**config.mk**
```make
export PLATFORM = sky130hd
export DESIGN_NAME = clock_buffer_pool_manager
export DESIGN_NICKNAME = d
export VERILOG_FILES = /design/src/hdl/cbpm_pkg.sv /design/src/hdl/cbpm_store.sv /design/src/hdl/cbpm_apb.sv /design/src/hdl/cbpm_ctrl.sv /design/src/hdl/clock_buffer_pool_manager.sv
export SDC_FILE = /design/constraint.sdc
export NUM_CORES = 1
export LEC_CHECK = 0
export ABC_AREA = 1
export BUFFER_PORTS_ARGS = -buffer_cell sky130_fd_sc_hd__buf_2
export CORE_ASPECT_RATIO = 0.75
export CORE_MARGIN = 3
export CORE_UTILIZATION = 30
export CTS_CLUSTER_SIZE = 14
export DETAILED_ROUTE_END_ITERATION = 16
export PLACE_DENSITY_LB_ADDON = 0.12
export SLEW_MARGIN = 20
export SYNTH_ARGS = -nofsm -noshare
export SYNTH_HDL_FRONTEND = slang
export SYNTH_HIERARCHICAL = 1
export SYNTH_SLANG_ARGS = --single-unit
export TNS_END_PERCENT = 50
```
**constraint.sdc**
```tcl
create_clock -name clk_i -period 10.1 [get_ports clk_i]
set_input_delay 3.03 -clock clk_i [delete_from_list [all_inputs] [get_ports clk_i]]
set_output_delay 3.03 -clock clk_i [all_outputs]
set_load 0.005 [all_outputs]
```
**src/hdl/cbpm_pkg.sv**
```systemverilog
package cbpm_pkg;

  localparam int FRAMES_DEF    = 16;
  localparam int FILE_BITS_DEF = 8;
  localparam int PAGE_BITS_DEF = 32;

  localparam int CFG_W     = 5;
  localparam int CFG_RESET = 16;
  localparam int APB_AW    = 3;
  localparam int APB_DW    = 32;

  localparam int PIN_W   = 8;
  localparam int PIN_MAX = 255;

  typedef enum logic [2:0] {
    CMD_READ    = 3'd0,
    CMD_UNPIN   = 3'd1,
    CMD_ALLOC   = 3'd2,
    CMD_DISPOSE = 3'd3,
    CMD_FLUSH   = 3'd4
  } cmd_e;

  typedef enum logic [2:0] {
    ST_HIT    = 3'd0,
    ST_NEW    = 3'd1,
    ST_FULL   = 3'd2,
    ST_NOTPIN = 3'd3,
    ST_PINNED = 3'd4,
    ST_NOTRES = 3'd5
  } status_e;

  typedef enum logic [3:0] {
    S_IDLE,
    S_SCAN_RD,
    S_SCAN_EV,
    S_SCAN_END,
    S_SW_RD,
    S_SW_EV,
    S_FL_RD,
    S_FL_EV,
    S_FL_NEXT,
    S_EMIT
  } state_e;

endpackage

```
**src/hdl/cbpm_store.sv**
```systemverilog
module cbpm_store #(
  parameter int DEPTH  = 16,
  parameter int DATA_W = 42
) (
  input  logic                     clk_i,
  input  logic                     we_i,
  input  logic [$clog2(DEPTH)-1:0] waddr_i,
  input  logic [DATA_W-1:0]        wdata_i,
  input  logic [$clog2(DEPTH)-1:0] raddr_i,
  output logic [DATA_W-1:0]        rdata_o
);

  logic [DATA_W-1:0] mem [DEPTH];
  logic [DATA_W-1:0] rdata_q;

  always_ff @(posedge clk_i) begin
    if (we_i) begin
      mem[waddr_i] <= wdata_i;
    end
    rdata_q <= mem[raddr_i];
  end

  assign rdata_o = rdata_q;

endmodule

```
**src/hdl/cbpm_apb.sv**
```systemverilog
module cbpm_apb
  import cbpm_pkg::*;
#(
  parameter int FRAMES = FRAMES_DEF
) (
  input  logic                      clk_i,
  input  logic                      rst_ni,
  input  logic                      psel,
  input  logic                      penable,
  input  logic                      pwrite,
  input  logic [APB_AW-1:0]         paddr,
  input  logic [APB_DW-1:0]         pwdata,
  output logic [APB_DW-1:0]         prdata,
  output logic                      pready,
  output logic [$clog2(FRAMES+1)-1:0] n_o
);

  localparam int CNT_W = $clog2(FRAMES + 1);

  logic [CFG_W-1:0] frames_q;

  always_ff @(posedge clk_i or negedge rst_ni) begin
    if (!rst_ni) begin
      frames_q <= CFG_W'(CFG_RESET);
    end else if (psel && penable && pwrite && !paddr[2]) begin
      frames_q <= pwdata[CFG_W-1:0];
    end
  end

  assign pready = 1'b1;
  assign prdata = paddr[2] ? '0 : APB_DW'(frames_q);

  // zero acts as one frame, oversize as the whole pool
  always_comb begin
    if (frames_q == '0) begin
      n_o = CNT_W'(1);
    end else if (32'(frames_q) > FRAMES) begin
      n_o = CNT_W'(FRAMES);
    end else begin
      n_o = CNT_W'(frames_q);
    end
  end

endmodule

```
**src/hdl/cbpm_ctrl.sv**
```systemverilog
module cbpm_ctrl
  import cbpm_pkg::*;
#(
  parameter int FRAMES    = FRAMES_DEF,
  parameter int FILE_BITS = FILE_BITS_DEF,
  parameter int PAGE_BITS = PAGE_BITS_DEF,
  parameter int IDX_W     = $clog2(FRAMES),
  parameter int CNT_W     = $clog2(FRAMES + 1),
  parameter int ENTRY_W   = FILE_BITS + PAGE_BITS + PIN_W + 2
) (
  input  logic                 clk_i,
  input  logic                 rst_ni,
  input  logic [CNT_W-1:0]     n_i,
  input  logic                 in_valid_i,
  output logic                 in_ready_o,
  input  logic [2:0]           command_i,
  input  logic [FILE_BITS-1:0] file_id_i,
  input  logic [PAGE_BITS-1:0] page_number_i,
  input  logic                 mark_dirty_i,
  output logic                 out_valid_o,
  input  logic                 out_ready_i,
  output logic [2:0]           status_o,
  output logic [IDX_W-1:0]     frame_o,
  output logic                 fill_needed_o,
  output logic                 writeback_o,
  output logic [FILE_BITS-1:0] wb_file_o,
  output logic [PAGE_BITS-1:0] wb_page_o,
  output logic                 last_o,
  output logic                 mem_we_o,
  output logic [IDX_W-1:0]     mem_waddr_o,
  output logic [ENTRY_W-1:0]   mem_wdata_o,
  output logic [IDX_W-1:0]     mem_raddr_o,
  input  logic [ENTRY_W-1:0]   mem_rdata_i
);

  typedef struct packed {
    logic [FILE_BITS-1:0] file;
    logic [PAGE_BITS-1:0] page;
    logic [PIN_W-1:0]     pin;
    logic                 refb;
    logic                 dirty;
  } entry_t;

  typedef struct packed {
    logic [2:0]           status;
    logic [IDX_W-1:0]     frame;
    logic                 fill;
    logic                 wb;
    logic [FILE_BITS-1:0] wbf;
    logic [PAGE_BITS-1:0] wbp;
    logic                 last;
  } res_t;

  state_e state_q, state_d, ret_q, ret_d;
  logic [2:0]           cmd_q, cmd_d;
  logic [FILE_BITS-1:0] file_q, file_d;
  logic [PAGE_BITS-1:0] page_q, page_d;
  logic                 md_q, md_d;
  logic [IDX_W-1:0]     idx_q, idx_d, hit_q, hit_d, hand_q, hand_d;
  logic                 found_q, found_d, free_q, free_d;
  entry_t               hit_e_q, hit_e_d;
  logic [FRAMES-1:0]    valid_q, valid_d;
  res_t                 res_q, res_d, out_q, out_d;
  logic                 ov_q, ov_d;

  entry_t             rd_e, wr_e;
  logic               cur_v, idx_last, slot_free;
  logic [IDX_W-1:0]   hand_nx;
  logic [CNT_W-1:0]   hand_inc;
  logic [PIN_W-1:0]   eff_pin;
  logic               eff_ref, eff_dirty;

  assign rd_e      = entry_t'(mem_rdata_i);
  assign idx_last  = (CNT_W'(idx_q) + CNT_W'(1)) == n_i;
  assign hand_inc  = CNT_W'(hand_q) + CNT_W'(1);
  assign hand_nx   = (hand_inc >= n_i) ? '0 : hand_inc[IDX_W-1:0];
  assign slot_free = !ov_q || out_ready_i;

  always_comb begin
    state_d  = state_q;
    ret_d    = ret_q;
    cmd_d    = cmd_q;
    file_d   = file_q;
    page_d   = page_q;
    md_d     = md_q;
    idx_d    = idx_q;
    hit_d    = hit_q;
    hand_d   = hand_q;
    found_d  = found_q;
    free_d   = free_q;
    hit_e_d  = hit_e_q;
    valid_d  = valid_q;
    res_d    = res_q;
    out_d    = out_q;
    ov_d     = ov_q;
    wr_e     = hit_e_q;
    mem_we_o    = 1'b0;
    mem_waddr_o = hit_q;
    mem_raddr_o = idx_q;
    in_ready_o  = 1'b0;

    // invalid frames read as cleared bookkeeping
    cur_v     = (state_q == S_SW_EV) ? valid_q[hand_q] : valid_q[idx_q];
    eff_pin   = cur_v ? rd_e.pin : '0;
    eff_ref   = cur_v && rd_e.refb;
    eff_dirty = cur_v && rd_e.dirty;

    if (ov_q && out_ready_i) begin
      ov_d = 1'b0;
    end

    case (state_q)
      S_IDLE: begin
        in_ready_o = 1'b1;
        if (in_valid_i) begin
          cmd_d   = command_i;
          file_d  = file_id_i;
          page_d  = page_number_i;
          md_d    = mark_dirty_i;
          idx_d   = '0;
          found_d = 1'b0;
          free_d  = 1'b0;
          case (command_i)
            CMD_READ, CMD_UNPIN, CMD_ALLOC, CMD_DISPOSE: state_d = S_SCAN_RD;
            CMD_FLUSH: state_d = S_FL_RD;
            default: state_d = S_IDLE;
          endcase
        end
      end

      S_SCAN_RD: begin
        mem_raddr_o = idx_q;
        state_d     = S_SCAN_EV;
      end

      S_SCAN_EV: begin
        if (eff_pin == '0) begin
          free_d = 1'b1;
        end
        if (cur_v && rd_e.file == file_q && rd_e.page == page_q &&
            cmd_q != CMD_ALLOC && !found_q) begin
          found_d = 1'b1;
          hit_d   = idx_q;
          hit_e_d = rd_e;
        end
        if (idx_last) begin
          state_d = S_SCAN_END;
        end else begin
          idx_d   = idx_q + IDX_W'(1);
          state_d = S_SCAN_RD;
        end
      end

      S_SCAN_END: begin
        res_d = '{status: ST_HIT, frame: hit_q, fill: 1'b0, wb: 1'b0,
                  wbf: '0, wbp: '0, last: 1'b1};
        ret_d   = S_IDLE;
        state_d = S_EMIT;
        case (cmd_q)
          CMD_UNPIN: begin
            if (!found_q) begin
              res_d.status = ST_NOTRES;
              res_d.frame  = '0;
            end else if (hit_e_q.pin == '0) begin
              res_d.status = ST_NOTPIN;
            end else begin
              wr_e.pin   = hit_e_q.pin - PIN_W'(1);
              wr_e.dirty = hit_e_q.dirty || md_q;
              mem_we_o   = 1'b1;
            end
          end
          CMD_DISPOSE: begin
            if (!found_q) begin
              res_d.status = ST_NOTRES;
              res_d.frame  = '0;
            end else begin
              valid_d[hit_q] = 1'b0;
              if (hit_e_q.dirty) begin
                res_d.wb  = 1'b1;
                res_d.wbf = hit_e_q.file;
                res_d.wbp = hit_e_q.page;
              end
            end
          end
          CMD_READ, CMD_ALLOC: begin
            if (cmd_q == CMD_READ && found_q) begin
              wr_e.refb = 1'b1;
              if (hit_e_q.pin != PIN_W'(PIN_MAX)) begin
                wr_e.pin = hit_e_q.pin + PIN_W'(1);
              end
              mem_we_o = 1'b1;
            end else if (!free_q) begin
              res_d.status = ST_FULL;
              res_d.frame  = '0;
            end else begin
              state_d = S_SW_RD;
            end
          end
          default: state_d = S_IDLE;
        endcase
      end

      S_SW_RD: begin
        hand_d      = hand_nx;
        mem_raddr_o = hand_nx;
        state_d     = S_SW_EV;
      end

      S_SW_EV: begin
        mem_waddr_o = hand_q;
        wr_e        = rd_e;
        if (eff_ref) begin
          wr_e.refb = 1'b0;
          mem_we_o  = 1'b1;
          state_d   = S_SW_RD;
        end else if (eff_pin != '0) begin
          state_d = S_SW_RD;
        end else begin
          wr_e = '{file: file_q, page: page_q, pin: PIN_W'(1), refb: 1'b1, dirty: 1'b0};
          mem_we_o        = 1'b1;
          valid_d[hand_q] = 1'b1;
          res_d = '{status: ST_NEW, frame: hand_q, fill: (cmd_q == CMD_READ),
                    wb: eff_dirty, wbf: eff_dirty ? rd_e.file : '0,
                    wbp: eff_dirty ? rd_e.page : '0, last: 1'b1};
          ret_d   = S_IDLE;
          state_d = S_EMIT;
        end
      end

      S_FL_RD: begin
        mem_raddr_o = idx_q;
        state_d     = S_FL_EV;
      end

      S_FL_EV: begin
        state_d = S_FL_NEXT;
        if (cur_v && rd_e.file == file_q) begin
          if (eff_pin != '0) begin
            res_d = '{status: ST_PINNED, frame: idx_q, fill: 1'b0, wb: 1'b0,
                      wbf: '0, wbp: '0, last: 1'b1};
            ret_d   = S_IDLE;
            state_d = S_EMIT;
          end else begin
            valid_d[idx_q] = 1'b0;
            if (eff_dirty) begin
              res_d = '{status: ST_HIT, frame: idx_q, fill: 1'b0, wb: 1'b1,
                        wbf: rd_e.file, wbp: rd_e.page, last: 1'b0};
              ret_d   = S_FL_NEXT;
              state_d = S_EMIT;
            end
          end
        end
      end

      S_FL_NEXT: begin
        if (idx_last) begin
          res_d = '{status: ST_HIT, frame: '0, fill: 1'b0, wb: 1'b0,
                    wbf: '0, wbp: '0, last: 1'b1};
          ret_d   = S_IDLE;
          state_d = S_EMIT;
        end else begin
          idx_d   = idx_q + IDX_W'(1);
          state_d = S_FL_RD;
        end
      end

      S_EMIT: begin
        if (slot_free) begin
          out_d   = res_q;
          ov_d    = 1'b1;
          state_d = ret_q;
        end
      end

      default: state_d = S_IDLE;
    endcase
  end

  assign mem_wdata_o = wr_e;

  always_ff @(posedge clk_i or negedge rst_ni) begin
    if (!rst_ni) begin
      state_q <= S_IDLE;
      ret_q   <= S_IDLE;
      valid_q <= '0;
      hand_q  <= IDX_W'(FRAMES - 1);
      ov_q    <= 1'b0;
    end else begin
      state_q <= state_d;
      ret_q   <= ret_d;
      valid_q <= valid_d;
      hand_q  <= hand_d;
      ov_q    <= ov_d;
    end
  end

  always_ff @(posedge clk_i) begin
    cmd_q   <= cmd_d;
    file_q  <= file_d;
    page_q  <= page_d;
    md_q    <= md_d;
    idx_q   <= idx_d;
    hit_q   <= hit_d;
    found_q <= found_d;
    free_q  <= free_d;
    hit_e_q <= hit_e_d;
    res_q   <= res_d;
    out_q   <= out_d;
  end

  assign out_valid_o   = ov_q;
  assign status_o      = out_q.status;
  assign frame_o       = out_q.frame;
  assign fill_needed_o = out_q.fill;
  assign writeback_o   = out_q.wb;
  assign wb_file_o     = out_q.wbf;
  assign wb_page_o     = out_q.wbp;
  assign last_o        = out_q.last;

endmodule

```
**src/hdl/clock_buffer_pool_manager.sv**
```systemverilog
// Clock-replacement buffer pool manager (tags and bookkeeping only). Frame tags,
// pin counts, reference and dirty bits live in one synchronous RAM; valid bits
// are flops. Scans read a frame, then evaluate it and write it back. With n frames
// in use, read, unpin, dispose and alloc scan all n frames; a read miss or alloc
// that found an unpinned frame then runs the clock sweep, at most 2n hand steps.
// Flush-file reads, evaluates and steps past each frame in turn, with one result per
// dirty frame dropped and a final one. Every result passes an output register; the
// next request is taken once the last result is in it.
// frames_in_use sits at APB address 0 (0 acts as 1, above FRAMES as FRAMES).
module clock_buffer_pool_manager
  import cbpm_pkg::*;
#(
  parameter int FRAMES    = FRAMES_DEF,
  parameter int FILE_BITS = FILE_BITS_DEF,
  parameter int PAGE_BITS = PAGE_BITS_DEF
) (
  input  logic                      clk_i,
  input  logic                      rst_ni,
  input  logic                      psel,
  input  logic                      penable,
  input  logic                      pwrite,
  input  logic [APB_AW-1:0]         paddr,
  input  logic [APB_DW-1:0]         pwdata,
  output logic [APB_DW-1:0]         prdata,
  output logic                      pready,
  input  logic                      in_valid_i,
  output logic                      in_ready_o,
  input  logic [2:0]                command_i,
  input  logic [FILE_BITS-1:0]      file_id_i,
  input  logic [PAGE_BITS-1:0]      page_number_i,
  input  logic                      mark_dirty_i,
  output logic                      out_valid_o,
  input  logic                      out_ready_i,
  output logic [2:0]                status_o,
  output logic [$clog2(FRAMES)-1:0] frame_o,
  output logic                      fill_needed_o,
  output logic                      writeback_o,
  output logic [FILE_BITS-1:0]      wb_file_o,
  output logic [PAGE_BITS-1:0]      wb_page_o,
  output logic                      last_o
);

  localparam int IDX_W   = $clog2(FRAMES);
  localparam int CNT_W   = $clog2(FRAMES + 1);
  localparam int ENTRY_W = FILE_BITS + PAGE_BITS + PIN_W + 2;

  logic [CNT_W-1:0]   n;
  logic               mem_we;
  logic [IDX_W-1:0]   mem_waddr, mem_raddr;
  logic [ENTRY_W-1:0] mem_wdata, mem_rdata;

  cbpm_apb #(.FRAMES(FRAMES)) u_apb (
    .clk_i, .rst_ni, .psel, .penable, .pwrite, .paddr, .pwdata,
    .prdata, .pready, .n_o(n)
  );

  cbpm_store #(.DEPTH(FRAMES), .DATA_W(ENTRY_W)) u_store (
    .clk_i, .we_i(mem_we), .waddr_i(mem_waddr), .wdata_i(mem_wdata),
    .raddr_i(mem_raddr), .rdata_o(mem_rdata)
  );

  cbpm_ctrl #(
    .FRAMES(FRAMES), .FILE_BITS(FILE_BITS), .PAGE_BITS(PAGE_BITS),
    .IDX_W(IDX_W), .CNT_W(CNT_W), .ENTRY_W(ENTRY_W)
  ) u_ctrl (
    .clk_i, .rst_ni, .n_i(n),
    .in_valid_i, .in_ready_o, .command_i, .file_id_i, .page_number_i, .mark_dirty_i,
    .out_valid_o, .out_ready_i, .status_o, .frame_o, .fill_needed_o, .writeback_o,
    .wb_file_o, .wb_page_o, .last_o,
    .mem_we_o(mem_we), .mem_waddr_o(mem_waddr), .mem_wdata_o(mem_wdata),
    .mem_raddr_o(mem_raddr), .mem_rdata_i(mem_rdata)
  );

  // an accepted known command makes the block go busy
  assert property (@(posedge clk_i) disable iff (!rst_ni)
    (in_valid_i && in_ready_o && command_i <= CMD_FLUSH) |=> !in_ready_o)
    else $error("request accepted without going busy");

  assert property (@(posedge clk_i) disable iff (!rst_ni)
    (out_valid_o && fill_needed_o) |-> (status_o == ST_NEW))
    else $error("fill flagged on a result without a new frame");

  assert property (@(posedge clk_i) disable iff (!rst_ni)
    (out_valid_o && (status_o == ST_FULL || status_o == ST_NOTPIN ||
     status_o == ST_NOTRES || status_o == ST_PINNED)) |-> (last_o && !writeback_o))
    else $error("error result carries a write-back or is not final");

endmodule

```
; ---- Word level (Yosys, flattened, before mapping)
; Memories as Yosys holds them, arrays and structs flattened. A register that Yosys moved wholly into a read port is not among the register bits.
; Index checks and enable logic that the tools add are counted.
; W data, S select, Z words.
[op_classes]
addsub = 5
mul = 0
n_div = 0
order_cmp = 8
eq_ne = 34
n_shift = 0
muxes = 101
n_bitwise = 5
n_reduce_logical = 43
[ops]
columns = cell, count
row1 = $mux W50, 7
row2 = $pmux W50 S4, 1
row3 = $mux W41, 3
row4 = $mux W16, 6
row5 = $mux W4, 21
row6 = $mux W48, 1
row7 = $pmux W16 S3, 1
row8 = $mux W40, 1
row9 = $mux W8, 5
row10 = $pmux W4 S10, 1
row11 = $and A16 B16 Y16, 2
row12 = $eq A32 B32 Y1, 1
row13 = $mux W32, 1
row14 = $not A16 Y16, 2
row15 = $mux W1, 27
row16 = $pmux W7 S3, 1
row17 = $pmux W10 S2, 1
row18 = $eq A4 B3 Y1 const B, 4
row19 = $logic_not A8 Y1, 2
row20 = $or A16 B16 Y16, 1
row21 = $pmux W4 S2, 2
row22 = $pmux W4 S4, 1
row23 = $pmux W8 S2, 1
row24 = $lt A4 B5 Y1 const B, 3
row25 = 46 further kinds, 100
[totals]
ff_bits = 238
latch_bits = 0
ramBits = 800
rom_bits = 0
input_bits = 86
output_inout_bits = 85
mem_count = 1
[memory_table]
columns = memory, depth, word_bits, read_ports, rd_ports_with_merged_regs, wr, line
row1 = u_store.mem, 16, 50, 1, 1, 1, cbpm_store.sv:13  ; logic [DATA_W-1:0] mem [DEPTH];

; ---- Depth between registers and ports, before layout
; Gate-level depths: netlist (run 1).
[depth]
ltp_word = 10
ltp_mapped = 22
depth_no_buf = 19

; ---- Cells and area by module
; Netlist (run 1), hierarchy kept.
[modules_own_cells]
columns = module, instances, cells_each, area_per_inst_um2
row1 = cbpm_store, 1, 3296, 35475.3
row2 = cbpm_ctrl, 1, 1191, 11463.5
row3 = cbpm_apb, 1, 73, 511.7

; ---- Least setup slack after synthesis (run 1)
; Ideal clock, no wire load.
[synth_path]
kind = input-to-output
start = in paddr[2]
end = out prdata[0]
t_arrival_ps = 3136
required_time_ps = 7070
path_slack_ps = 3934
cell_stages = 1
path_buffers = 0
cell_sequence = nor2_1
[synth_between]
elab_chain_cells = 1
[synth_lines]
columns = element, line
row1 = from (decl), clock_buffer_pool_manager.sv:22  ; input logic [APB_AW-1:0] paddr,
row2 = $mux W5, cbpm_apb.sv:31  ; assign prdata = paddr[2] ? '0 : APB_DW'(frames_q);
row3 = to (decl), clock_buffer_pool_manager.sv:24  ; output logic [APB_DW-1:0] prdata,
; Every way passes these cells.

; ---- Worst setup path in the final report (run 1)
[layout_path]
start = in paddr[2]
end = out prdata[4]
; The elaborated chain is that of the path after synthesis.

==> results.cfg, run 1 <==
[synth]
synth_largest_area_cell = edfxtp_1
ys_types = 54
synth_seq_cells = 1085
synth_edf_count = 1004
avgSynthCellArea_um2 = 10.41
netlist_area_um2 = 47450
synth_top_area_frac = 0.6354
synthCells = 4560
async_flop_share = 0.02857
yosys-top-cells-area = edfxtp_1, nand2_1, nand3_1
synth_seq_area_share = 0.6730
synth_ff_type = edfxtp_1
yosysWarnings = 6

[grt]
grt_use_total = 0.1799
overflow = 0
grt_max_degree = 180
grt_pass1_vias = 29530
antenna_found_initial = 7
grt_pass1_wl_mm = 214.4

[die]
die_w_um = 465.2
io_pins = 171
rows = 125
start_util = 0.3043
coreArea_um2 = 155900
die_area_um2 = 163000
die_h_um = 350.4

[clock_tree]
cts.hold.buffers_added = 0
clock_sinks = 1085
cts_setup_buffers = 0
htreeDepth = 3
cts_tree = built
clock_latency_ns = 0.74
root_buffer = clkbuf_16
clockBufferDepth = 3
cts_resized = 0
numCtsBuffers = 113
path_clk_slew_ns = 0.06

[critical_path]
end_kind = output pin
required_ns = 7.07
path_cells = buf_2, nor2_1, buf_2
worst_ep_arrival_time_ns = 3.43
cp_slowest_cell = buf_2
crit_family = buffers and inverters
cpMostUsedCell = buf_2
crit_type = input pin to output pin
crit_buf_inv = 2
slowest_delay_ns = 0.14
crit_fanout = 6
start_kind = input pin

[route]
drt-total-wl_mm = 148.8
drc = 0
vias = 31290
viasPerCell = 4.555
drt_iter0_drc = 2833
routedWlPerCell_um = 21.66
ant_nets = 0
firstDrtPassIters = 7

[sta]
fmax_mhz = 154.7
setup_ws_ns = 3.635
tightest_slew_ns = 1.150
slew_viol_final = 0
finalSetupTns_ns = 0
hold_viol = 0
finalClockSkew_ns = 0.02170
rsz0062_at_grt = false
setup_viol = 0
post-route-period-util = 0.6401
holdWs_ns = 0.4086
final.min_clock_period_ns = 6.465
slew_headroom = 0.2335

[place]
globalplace.congestion = 0.7859
pre_cts_ws_ns = 3.673
dp.cells = 6648
hpwl_mm = 79.06
io_buffers = 113

[power_and_ir_drop]
peakVddDrop_uv = 298.2
power_density_nw_per_um2 = 278.5
power_leakage_uw = 0.02216
power_uw = 14980

[finish]
fin_nets = 4772
finalNonFillerCells = 6868
layout-area-overhead-vs-synth_pct = 13.35
drive_gt1_frac = 0.09203
n_fill_cell = 15710

[outcome]
status = finished clean

[run]
drv_cap = 0

[worst_hold_path]
hp-class = register to register
==> kinds of logic (layout without fill, tap and decap cells) <==
logic type                 after synthesis  count (layout)  share of synthesized area
and+or+nand+nor                       2230            2230                     0.1983
DFF                                   1085            1085                     0.6730
buffers and inverters                 1008            1192                    0.09377
AOI/OAI and AO/OA                      189             189                    0.02510
xor gates and xnor gates                31              31                   0.005722
adders and majority gates               15              15                   0.003955
other                                    2              31                  0.0001583
==> worst reg2reg max path: stages (launching register included) <==
cell,delay [ns]
dfstp_2,0.75
inv_1,0.33
ha_1,0.43
ha_1,0.28
a21boi_0,0.12
o21a_1,0.17
o21a_1,0.16
o21a_1,0.16
nor3_1,0.46
nand2_1,0.21
o21ai_4,0.11
buf_4,0.38
buf_12,0.66
buf_4,0.98
nand2_1,0.13
nand3_1,0.11
nand3_1,0.09
nand3_1,0.12
nand2_1,0.16
==> registers in the layout (all words and copies together), names as in the netlist, 3 cells and up <==
name	count
u_ctrl/cmd_q	3
u_ctrl/wb_page_o	32
u_ctrl/wb_file_o	8
u_ctrl/frame_o	4
u_ctrl/hit_e_q	50
u_ctrl/page_q	32
u_ctrl/res_q	50
u_store/mem	800
u_ctrl/file_q	8
u_store/rdata_o	50
u_ctrl/idx_q	4
u_ctrl/status_o	3
u_ctrl/hit_q	4
u_ctrl/state_q	4
u_ctrl/valid_q	16
u_apb/frames_q	5
u_ctrl/hand_q	4
==> routing by layer <==
metal / wire length [µm] / GRT usage / share of wire
met5: 0 / 0 / 0
met2: 65960 / 0.2770 / 0.44
met1: 72700 / 0.2660 / 0.49
met3: 6669 / 0.02627 / 0.045
met4: 3434 / 0.04375 / 0.023
==> where the power goes <==
| group | total [µW] | internal (µW) | leakage (µW) | switching, µW |
|---|---|---|---|---|
| Sequential | 5780 | 5460 | 0.00990 | 316 |
| Combinational | 5070 | 1320 | 0.0105 | 3750 |
| Clock | 4130 | 2330 | 0.00178 | 1800 |
==> cells in the mapped netlist, types with 2 or more instances <==
library cell / n
clkbuf_1: 36
buf_4: 47
buf_1: 20
o311ai_0: 2
o21ai_1: 6
o21a_1: 4
o21ai_0: 75
conb_1: 2
o22ai_1: 21
a32o_1: 4
o31ai_1: 2
dfrtp_1: 26
a31oi_1: 3
nand3_1: 697
inv_1: 767
nor2_1: 78
inv_2: 9
nor2_2: 4
dfstp_2: 5
nand3_2: 2
o2111ai_1: 2
nor4_1: 4
a22oi_1: 2
nand4_1: 7
xor2_1: 17
nor2_4: 2
buf_2: 77
nand2_1: 1407
dfxtp_1: 50
edfxtp_1: 1004
o211ai_1: 20
nand2_2: 3
nand2_4: 2
a21oi_1: 18
nand3b_1: 2
o21ai_2: 3
o221ai_1: 23
buf_6: 49
or2_2: 5
ha_1: 15
xnor2_1: 14
nor3_1: 12
==> layout by cell type (no fill, tap or decap), types with 6 or more instances in the layout <==
cell type,n
xnor2_1,14
ha_1,15
buf_4,80
o221ai_1,21
o21ai_0,71
dfxtp_1,50
clkbuf_1,41
nor3_1,12
nand3_1,697
a21oi_1,18
edfxtp_1,1004
dfrtp_1,26
o211ai_1,20
xor2_1,17
buf_2,115
clkbuf_8,19
nand2_1,1407
inv_2,9
o21ai_1,6
nand4_1,7
clkinv_2,20
o22ai_1,21
conb_1,28
inv_1,764
nor2_1,58
clkbuf_16,114
nor2_4,22
==> through the flow <==
step | util | cell area (µm²)
floorplan | - | 47550
global placement | 0.3208 | 50020
detailed placement | 0.3215 | 50130
CTS | 0.3447 | 53750
global route | 0.3449 | 53780
finish | 0.3449 | 53780
==> path summary, 6_finish.rpt <==
check                                      start                  end  slack, ns  cells past startpoint
min in group asynchronous                 rst_ni    u_apb/frames_q[0]       2.43                      1
worst max-delay path                    paddr[2]            prdata[4]       3.64                      3
worst max register to register  u_ctrl/hand_q[0]  u_store/rdata_o[29]       4.15                     18
worst min register to register  u_ctrl/res_q[45]    u_ctrl/frame_o[2]       0.41                      0
max in group asynchronous                 rst_ni    u_ctrl/valid_q[4]       7.11                      1
worst min-delay path            u_ctrl/res_q[45]    u_ctrl/frame_o[2]       0.41                      0
==> area by class of cell <==
type	count	area (µm²)	share of cell area
flip-flops and latches	1085	31930	0.5937
diodes	3	7.507	0.0001396
clock inverters	40	355.3	0.006607
inverters	777	2940	0.05467
well taps	2095	2621	0.04874
repair buffers	201	1271	0.02364
clock buffers	174	3268	0.06076
multi-input cells	2493	11390	0.2117
Note: power is estimated with default switching activity, not from simulation.
==> run 2, diff against run 1 <==
==> constraint.sdc (replaced) <==
create_clock -name clk_i -period 5.9 [get_ports clk_i]
set_input_delay 1.77 -clock clk_i [delete_from_list [all_inputs] [get_ports clk_i]]
set_output_delay 1.77 -clock clk_i [all_outputs]
set_load 0.005 [all_outputs]
==> run 2 against run 1 <==
  * Clock-buffer cell count down 7
  * Register-to-register slack worse by 3.3 ns
  * Clock power up 81%
  * Worst hold slack better by 0.0043 ns
  * Combinational power up 74%
  * Critical path depth up 15
  * Sequential power up 71%
  * Final cell count up 0.31%
==> results.cfg, run 2 (synthesized netlist as in run 1, its figures left out) <==
[sta]
tightest_slew_ns = 1.147
finalClockSkew_ns = 0.02917
rsz0062_at_grt = false
post-route-period-util = 0.8503
hold_viol = 0
fmax_mhz = 199.3
setup_ws_ns = 0.8832
slew_headroom = 0.2355
slew_viol_final = 0
final.min_clock_period_ns = 5.017
setup_viol = 0
finalSetupTns_ns = 0

[critical_path]
r2r-start = u_ctrl/hand_q[0]
regToRegSetupSlack_ns = 0.88
required_ns = 6.51
start_kind = register
crit_fanout = 103
reg2reg_to = u_store/rdata_o[28]
r2r_cells = 18
crit_type = register to register
worst_ep_arrival_time_ns = 5.62
end_kind = register
critPathCapture = u_store/rdata_o[28]
startpoint = u_ctrl/hand_q[0]

[grt]
grt_pass1_vias = 29280
grtUsageMet3 = 0.02595
grt_pass1_wl_mm = 212.9
grt_max_degree = 129
grt.met2_usage = 0.2760
antenna_found_initial = 12
grt_use_total = 0.1791
met1_usage = 0.2601
overflow = 0
globalRoute.busiestLayer = met2

[place]
postPlaceCellArea_um2 = 50530
io_buffers = 113
pre_cts_ws_ns = 1.082
hpwl_mm = 83.00
globalplace.congestion = 0.8082

[clock_tree]
cts_tree = built
clock_latency_ns = 0.75
root_buffer = clkbuf_16
numCtsBuffers = 115
cts_resized = 0
cts.hold.buffers_added = 0
clockBufferDepth = 3
htreeDepth = 3
clock_sinks = 1085
cts_setup_buffers = 0
path_clk_slew_ns = 0.06

[finish]
fin_nets = 4788
layout-area-overhead-vs-synth_pct = 14.66
fin_area_um2 = 54410
final_core_util = 0.3489
largest-register = u_store/mem
final_common_cell = nand2_1
final_cell_mix = nand2_1, edfxtp_1, inv_1
drive_gt1_frac = 0.09584
largest_reg_flops = 800

[power_and_ir_drop]
netSwitchingPower_uw = 10150
power_uw = 26200
power_leakage_uw = 0.02240
internal_power_uw = 16040
power_density_nw_per_um2 = 481.5
p_comb_frac = 0.338
p_seq_frac = 0.378
clkPwrFrac = 0.285
swShare = 0.3876
peakVddDrop_uv = 518.4

[die]
die_area_um2 = 163000
start_util = 0.3043
die_w_um = 465.2
rows = 125
io_pins = 171
die_h_um = 350.4
coreArea_um2 = 155900

[route]
firstDrtPassIters = 6
vias = 31460
drc = 0
viasPerCell = 4.567
routedWlPerCell_um = 21.50
drt-total-wl_mm = 148.1
drt_iter0_drc = 2500
ant_nets = 0

[worst_hold_path]
min_from = u_ctrl/res_q[45]
hp-class = register to register

[run]
drv_cap = 0

[outcome]
status = finished clean
-- run 2: cell types whose count changed in the layout (fill, tap and decap cells not counted), moves of 6 or more --
cell	previous run	this run
buf_4	80	74
clkbuf_8	19	13
bufinv_16	4	12
clkinv_1	5	13
buf_12	4	25
o221ai_1	21	15
o221ai_2	2	8
-- run 2: per-layer routing --
layer,up-vias,routed length [µm]
met2,702,66100
met4,2,4522
li1,15170,-
met3,218,6635
met1,15370,70850
met5,-,13
-- run 2: power by group through the flow --
stage          logic, µW  registers, µW  clock network (µW)
6_report            8840           9890                7460
5_1_grt             9850           9950                7970
4_1_cts             8960           9890                7670
3_5_place_dp        8920          10100                   0
3_3_place_gp        8920          10100                   0
2_1_floorplan       6210           9760                   0
-- run 2: cell type report --
cell class,count,area (µm²)
fill,15680,101500
sequential,1085,31930
multi-input combinational,2493,11430
clock buffer,167,3224
inverter,777,2940
tap,2095,2621
timing repair buffer,215,1644
clock inverter,52,606.8
antenna,5,12.51
-- run 2: per-stage QoR --
stage | std cells | hold slack [ns]
floorplan | 4586 | 0.4003
global placement | 6658 | 0.4038
detailed placement | 6662 | 0.4045
CTS | 6881 | 0.4082
global route | 6886 | 0.4247
finish | 6889 | 0.4130
-- run 2: how the worst min path moves through the flow --
stage                           endpoint  slack (ns)  depth (start not counted)
floorplan           u_ctrl/fill_needed_o        0.40                          0
global placement    u_ctrl/wb_page_o[21]        0.40                          0
detailed placement  u_ctrl/wb_page_o[14]        0.40                          0
CTS                    u_ctrl/frame_o[2]        0.41                          0
global route         u_ctrl/wb_page_o[7]        0.42                          0
finish                 u_ctrl/frame_o[2]        0.41                          0
-- run 2: critical path, cell delays in order (launching register included) --
cell,delay [ns]
dfstp_2,0.75
inv_1,0.31
ha_1,0.42
ha_1,0.27
a21boi_0,0.12
o21a_1,0.18
o21a_1,0.17
o21a_1,0.16
nor3_1,0.39
nand2_1,0.19
o21ai_4,0.30
clkinv_8,0.41
buf_12,0.39
nand2_1,0.15
nand2_1,0.06
nand2_1,0.05
nand3_1,0.09
nand3_1,0.16
nand2_1,0.10
